[src/design/ism_pkg.sv]
// ----------------------------------------------------------------------------
// ism_pkg: shared types and constants for interval sort and merge
// Store geometry, field widths, sequencer states and the store write port.
// ----------------------------------------------------------------------------
`default_nettype none

package ism_pkg;

    localparam int MAX_INTERVALS = 64;
    localparam int IDX_W         = $clog2(MAX_INTERVALS);
    localparam int CNT_W         = IDX_W + 1;
    localparam int MS_W          = 31;

    typedef logic [MS_W-1:0]  ms_t;
    typedef logic [IDX_W-1:0] idx_t;
    typedef logic [CNT_W-1:0] cnt_t;

    // Store write port
    typedef struct packed {
        logic we;
        idx_t addr;
        ms_t  beg_ms;
        ms_t  fin_ms;
    } store_wr_t;

    typedef enum logic [3:0] {
        S_LOAD,
        S_SORT_RDI,
        S_SORT_LDI,
        S_SCAN_RD,
        S_SCAN_CMP,
        S_SWAP_RD,
        S_SWAP_WR1,
        S_SWAP_WR2,
        S_NEXT_I,
        S_MRG_RD0,
        S_MRG_LD0,
        S_MRG_RD,
        S_MRG_OVL,
        S_MRG_EXT,
        S_EMIT
    } state_t;

endpackage

`default_nettype wire

[src/design/ism_cmp.sv]
// ----------------------------------------------------------------------------
// ism_cmp: shared magnitude comparator
// Unsigned a < b, used by both the sort scan and the merge walk.
// ----------------------------------------------------------------------------
`default_nettype none

module ism_cmp (
    input  wire ism_pkg::ms_t a,
    input  wire ism_pkg::ms_t b,
    output logic              lt
);

    assign lt = (a < b);

endmodule

`default_nettype wire

[config.mk]
export PLATFORM = sky130hd
export DESIGN_NAME = ism_cmp
export DESIGN_NICKNAME = d
export VERILOG_FILES = /design/src/design/ism_pkg.sv /design/src/design/ism_cmp.sv
export SDC_FILE = /design/constraint.sdc
export NUM_CORES = 1
export LEC_CHECK = 0
export ABC_AREA = 0
export CAP_MARGIN = 20
export CORE_MARGIN = 2
export CORE_UTILIZATION = 25
export DETAILED_ROUTE_END_ITERATION = 6
export DONT_BUFFER_PORTS = 1
export SETUP_SLACK_MARGIN = 0.3
export SYNTH_ARGS = -nofsm -noshare
export SYNTH_HDL_FRONTEND = slang
export SYNTH_SLANG_ARGS = --single-unit
export TNS_END_PERCENT = 5
[constraint.sdc]
create_clock -name vclk -period 3.9
set_input_delay 0.78 -clock vclk [all_inputs]
set_output_delay 0.78 -clock vclk [all_outputs]
set_load 0.1 [all_outputs]
# Word-level counts from Yosys, hierarchy flattened
# Cells that the tools add are included.
# totals
regBits,0
# classes
n_lt_le_gt_ge,1
# ops
operator,count
$lt 31x31->1,1

# Longest topological paths before layout
# Gate-level depths: netlist (run 1).
# depth
ltp_word,1
mapped_depth,7

# Worst setup path before layout (run 1)
# Ideal clock, no wire load.
# synth_timing
kind,input to output
start,input b[16]
end,output lt
arrival_time_ns,3.126
required_time_ns,3.120
slack_ns,-0.006
path_stages,7
path_cell_list,inv_1 ha_1 a21oi_2 o21ai_1 a221oi_2 o211ai_1 a21oi_1
# synth_between
elab_chain_cells,1
# synth_rtl
element,line,rtl
"start, declared",ism_cmp.sv:9,"input wire ism_pkg::ms_t b,"
$lt 31x31->1,ism_cmp.sv:13,assign lt = (a < b);
"end, declared",ism_cmp.sv:10,output logic lt
# No other way between the ends.

# Final worst setup path (run 1)
# Ends and elaborated chain as after synthesis.

==> flow_summary.json, run 1 <==
{
  "drc_errors": 0,
  "via_count_of_the_routed_design": 711,
  "dr.pass1.iters": 2,
  "clkbuf_count": 0,
  "postCtsSetupRepairBufs": 0,
  "grt_start_max_net_pins": 4,
  "worst_slew_margin_rel_pct": 78.5,
  "routed_via_density": 4.90,
  "start_util_pct": 25.8,
  "wl_per_cell_um": 11.2,
  "max-cap-violations": 0,
  "combPwrFrac_pct": 100.0,
  "non_filler_instance_count_after_layout": 145,
  "floorplan.die_area_mm2": 0.00356,
  "yosys.area.top_type": "sky130_fd_sc_hd__ha_1",
  "cp-start-kind": "input port",
  "core_area_mm2": 0.00300,
  "antenna_found_initial": 0,
  "p_sw_share_pct": 58.0,
  "holdCritPathClass": "in2out",
  "layout-area-overhead-vs-synth_pct": 6.79,
  "power_report.internal_total_uw": 35.3,
  "hold_buffers": 0,
  "cp_data_arrival_time_ns": 2.13,
  "final_number_of_setup_violating_endpoints": 0,
  "leakagePower_nw": 0.492,
  "worstHoldStart": "a[30]",
  "synth.lib_cells_used.distinct": 17,
  "criticalPathCategory": "in2out",
  "power-per-cell-area_mw_per_mm2": 102,
  "post_synth_main_area_contributors": "sky130_fd_sc_hd__ha_1 (48%), sky130_fd_sc_hd__inv_1 (15%), sky130_fd_sc_hd__a21oi_1 (9.7%)",
  "fp-row-count": 20,
  "clkPwrFrac_pct": 0,
  "post_synth_most_frequent_cells": "sky130_fd_sc_hd__ha_1 (30), sky130_fd_sc_hd__inv_1 (30), sky130_fd_sc_hd__a21oi_1 (15), sky130_fd_sc_hd__nand2_1 (13), sky130_fd_sc_hd__nor2_1 (5)",
  "power.sequential.fraction_pct": 0,
  "whs_endpoint": "lt",
  "worst_ir_drop_vdd_mv": 0.0575,
  "fin_setup_tns_ns": 0,
  "design_power_total_uw": 84.0,
  "post_synth.cell_area_avg_um2": 6.98,
  "port_buffers": 0,
  "placed_cells": 145,
  "grt_util_all_layers_pct": 8.52,
  "layout.area.seq_um2": 0,
  "final-hold-violation-count": 0,
  "slew_viols_final": 0,
  "gp_routability_congestion": 0.688,
  "synth.net_count": 203,
  "grt_pass1_wl_mm": 2.50,
  "postRouteAntennaNets": 0,
  "synth_sequential_area_ratio_pct": 0,
  "antenna-diode-count": 0,
  "nFlopsAndLatches": 0,
  "postRouteWirelength_mm": 1.63,
  "dieWidth_um": 59.7,
  "drt_first_iter_violations": 11,
  "final_layout_size_suffix_gt1_share_pct": 7.14,
  "post_synth_instance_area_um2": 774,
  "rsz0062_at_grt": "false",
  "power.net_switching_uw": 48.7,
  "dp_hpwl_mm": 1.63,
  "top_level_ports": 63,
  "postCtsResizedCells": 0,
  "status": "completed",
  "number_of_global_route_vias_before_repair": 643,
  "fp.dieH_um": 59.7,
  "yosysWarningCount": 0,
  "final.min_clock_period_ns": 2.91,
  "min_period_over_period_pct": 74.7,
  "largest_fanout_on_the_critical_path": 2,
  "timing.critical_path.to_type": "output port",
  "critPathRequiredTime_ns": 3.12,
  "worstMarginPinSlew_ns": 0.320,
  "hold_path_depth": 5,
  "synthesis.instances": 111,
  "grt-ovfl-total": 0,
  "fraction_of_synthesized_cell_area_taken_by_the_top_area_cell_type_pct": 48.5,
  "max_freq_mhz": 343,
  "layout.nets": 206
}
[cells in the final DEF, fill, tap and decap left out]
| cell type | instances |
|---|---|
| sky130_fd_sc_hd__o21ai_0 | 4 |
| sky130_fd_sc_hd__inv_1 | 30 |
| sky130_fd_sc_hd__nand3_1 | 1 |
| sky130_fd_sc_hd__and4_1 | 2 |
| sky130_fd_sc_hd__nor2b_1 | 1 |
| sky130_fd_sc_hd__a221oi_2 | 1 |
| sky130_fd_sc_hd__nor2b_4 | 1 |
| sky130_fd_sc_hd__o41ai_2 | 1 |
| sky130_fd_sc_hd__buf_4 | 1 |
| sky130_fd_sc_hd__nand2_1 | 13 |
| sky130_fd_sc_hd__o21ai_1 | 2 |
| sky130_fd_sc_hd__a21oi_1 | 14 |
| sky130_fd_sc_hd__ha_1 | 30 |
| sky130_fd_sc_hd__nand4_1 | 1 |
| sky130_fd_sc_hd__o211ai_1 | 1 |
| sky130_fd_sc_hd__a21oi_2 | 3 |
| sky130_fd_sc_hd__nor2_1 | 5 |
| sky130_fd_sc_hd__o21ai_2 | 1 |
[worst max path at each step]
stage | to | start | slack, ns
finish | lt | b[16] | 0.99
global route | lt | b[22] | 0.89
CTS | lt | b[16] | 0.96
detailed placement | lt | b[16] | 0.98
global placement | lt | b[16] | 0.98
floorplan | lt | b[16] | 0.61
[critical path, stage by stage]
cell	delay (ns)
sky130_fd_sc_hd__inv_1	0.02
sky130_fd_sc_hd__ha_1	0.29
sky130_fd_sc_hd__a21oi_2	0.14
sky130_fd_sc_hd__o21ai_1	0.09
sky130_fd_sc_hd__a221oi_2	0.28
sky130_fd_sc_hd__o211ai_1	0.12
sky130_fd_sc_hd__a21oi_2	0.11
sky130_fd_sc_hd__buf_4	0.30
[routing by layer]
| metal | global-route usage [%] | part of all wire [%] |
|---|---|---|
| met1 | 9.61 | 40 |
| met2 | 17.7 | 52 |
| met5 | 0 | 0 |
| met4 | 0 | 0 |
| met3 | 0.866 | 7.6 |
[layout make-up]
class	count	area, µm²
fill	341	2180
multi-input combinational	81	666
inverter	30	113
tap	33	41.3
timing repair buffer	1	7.51
[power groups by stage]
stage	Clock (mW)	Sequential, mW	Combinational [mW]
2_1_floorplan	0	0	0.0694
3_3_place_gp	0	0	0.0808
3_5_place_dp	0	0	0.0857
4_1_cts	0	0	0.0862
5_1_grt	0	0	0.0984
6_report	0	0	0.0840
[metrics by stage]
step	utilization [%]	hold slack [ns]	instance area, µm²	worst slack (ns)
2_1_floorplan	-	2.00	778	0.612
4_1_cts	27.5	2.10	827	0.961
3_5_place_dp	27.5	2.09	827	0.978
6_report	27.5	2.09	827	0.987
5_1_grt	27.5	2.12	827	0.894
3_3_place_gp	27.5	2.09	827	0.976
[kinds of logic after synthesis]
kind of cell             count (synthesis)  synth area share (%)
adder cells (fa/ha/maj)                 30                  48.5
buffers and inverters                   30                  14.5
AO/OA/AOI/OAI                           27                  22.0
AND/OR/NAND/NOR                         24                  15.0
(Power assumes the default switching activity.)
==> inputs of run 2 (changes only) <==
- clock period: 3.9 -> 2.6 ns (I/O delays scaled with it)
==> flow_summary.json, run 2 (same netlist as run 1, synthesis figures left out) <==
{
  "status": "completed",
  "top_level_ports": 63,
  "final_layout_size_suffix_gt1_share_pct": 22.3,
  "dp_hpwl_mm": 1.61,
  "core_area_mm2": 0.00300,
  "cp_data_arrival_time_ns": 1.75,
  "layout.nets": 206,
  "postRouteWirelength_mm": 1.64,
  "port_buffers": 0,
  "crit_path_end": "lt",
  "final_common_cell": "sky130_fd_sc_hd__inv_1",
  "postPlaceCellArea_um2": 937,
  "worst_ir_drop_vdd_mv": 0.0883,
  "floorplan.die_area_mm2": 0.00356,
  "leakagePower_nw": 0.513,
  "worstMarginPinSlew_ns": 0.337,
  "critPathRequiredTime_ns": 2.08,
  "dp_worst_setup_slack_ns": 0.216,
  "power-per-cell-area_mw_per_mm2": 162,
  "slew_viols_final": 0,
  "stdcell_area_um2": 977,
  "gp_routability_congestion": 0.610,
  "fp-row-count": 20,
  "non_filler_instance_count_after_layout": 145,
  "setup.worst_path.start": "b[9]",
  "grt_pass1_wl_mm": 2.52,
  "number_of_global_route_vias_before_repair": 701,
  "final-hold-violation-count": 0,
  "worst_slew_margin_rel_pct": 77.5,
  "max_freq_mhz": 440,
  "antenna_found_initial": 0,
  "clkbuf_count": 0,
  "postRouteAntennaNets": 0,
  "routed_via_density": 5.03,
  "wl_per_cell_um": 11.3,
  "post-route-util_pct": 32.5,
  "final_number_of_setup_violating_endpoints": 0,
  "rsz0062_at_grt": "true",
  "grt_util_all_layers_pct": 8.52,
  "fin_setup_tns_ns": 0,
  "hold_buffers": 0,
  "max-cap-violations": 0,
  "layout-area-overhead-vs-synth_pct": 26.2,
  "cp-start-kind": "input port",
  "nFlopsAndLatches": 0,
  "start_util_pct": 25.8,
  "num-fill-cells": 328,
  "layout.area.seq_um2": 0,
  "placed_cells": 145,
  "via_count_of_the_routed_design": 729,
  "post-route-worst-setup-slack_ns": 0.326,
  "min_period_over_period_pct": 87.4,
  "drc_errors": 0,
  "grt_start_max_net_pins": 4,
  "highest_count_cells_in_the_layout_ignoring_fill_and_taps": "sky130_fd_sc_hd__inv_1 (25), sky130_fd_sc_hd__ha_1 (23), sky130_fd_sc_hd__a21oi_1 (12)",
  "dr.pass1.iters": 3,
  "dieWidth_um": 59.7,
  "postCtsSetupRepairBufs": 0,
  "largest_fanout_on_the_critical_path": 2,
  "final.min_clock_period_ns": 2.27,
  "holdCritPathClass": "in2out",
  "timing.critical_path.to_type": "output port",
  "criticalPathCategory": "in2out",
  "drt_first_iter_violations": 15,
  "grt-ovfl-total": 0,
  "antenna-diode-count": 0,
  "fp.dieH_um": 59.7
}
==> run 2: worst min-delay path by stage <==
| stage | start | end | slack, ns | cells after the start |
|---|---|---|---|---|
| 5_1_grt | a[30] | lt | 1.58 | 5 |
| 2_1_floorplan | a[30] | lt | 1.46 | 4 |
| 3_5_place_dp | a[30] | lt | 1.55 | 5 |
| 3_3_place_gp | a[30] | lt | 1.54 | 5 |
| 6_report | a[30] | lt | 1.54 | 5 |
| 4_1_cts | a[30] | lt | 1.55 | 5 |
==> run 2: routing by layer <==
layer	track usage [%]	routed length (µm)
met1	9.35	623
met4	0	0
met3	1.52	178
met5	0	0
met2	17.5	842
==> run 2: area by class of cell <==
type | count | area, µm² | area share [%]
inverters | 30 | 128 | 13.1
well taps | 33 | 41.3 | 4.23
multi-input cells | 81 | 788 | 80.7
repair buffers | 1 | 20.0 | 2.05
==> run 2: power breakdown <==
group | leakage, nW | internal [mW] | total [mW] | switching, mW
logic | 0.513 | 0.0730 | 0.158 | 0.0848
registers | 0 | 0 | 0 | 0
clock network | 0 | 0 | 0 | 0
==> run 2: worst max-delay path, cell delays in order <==
cell and delay [ns]:
sky130_fd_sc_hd__inv_1 0.03, sky130_fd_sc_hd__ha_1 0.28, sky130_fd_sc_hd__nand4_1 0.17, sky130_fd_sc_hd__o41ai_4 0.46
sky130_fd_sc_hd__a21oi_4 0.11, sky130_fd_sc_hd__buf_12 0.18
==> run 2: repair_timing <==
item / 4_1_cts / 5_1_grt
gates resized for setup: 4 / 7
setup endpoints to repair: 1 / 1
endpoints found under the hold margin: 0 / 0
pin swaps: 4 / 6
==> run 2: per-stage QoR <==
stage               total power [mW]  hold slack [ns]
floorplan                      0.116             1.46
global placement               0.140             1.54
detailed placement             0.147             1.55
CTS                            0.155             1.55
global route                   0.182             1.58
finish                         0.158             1.54
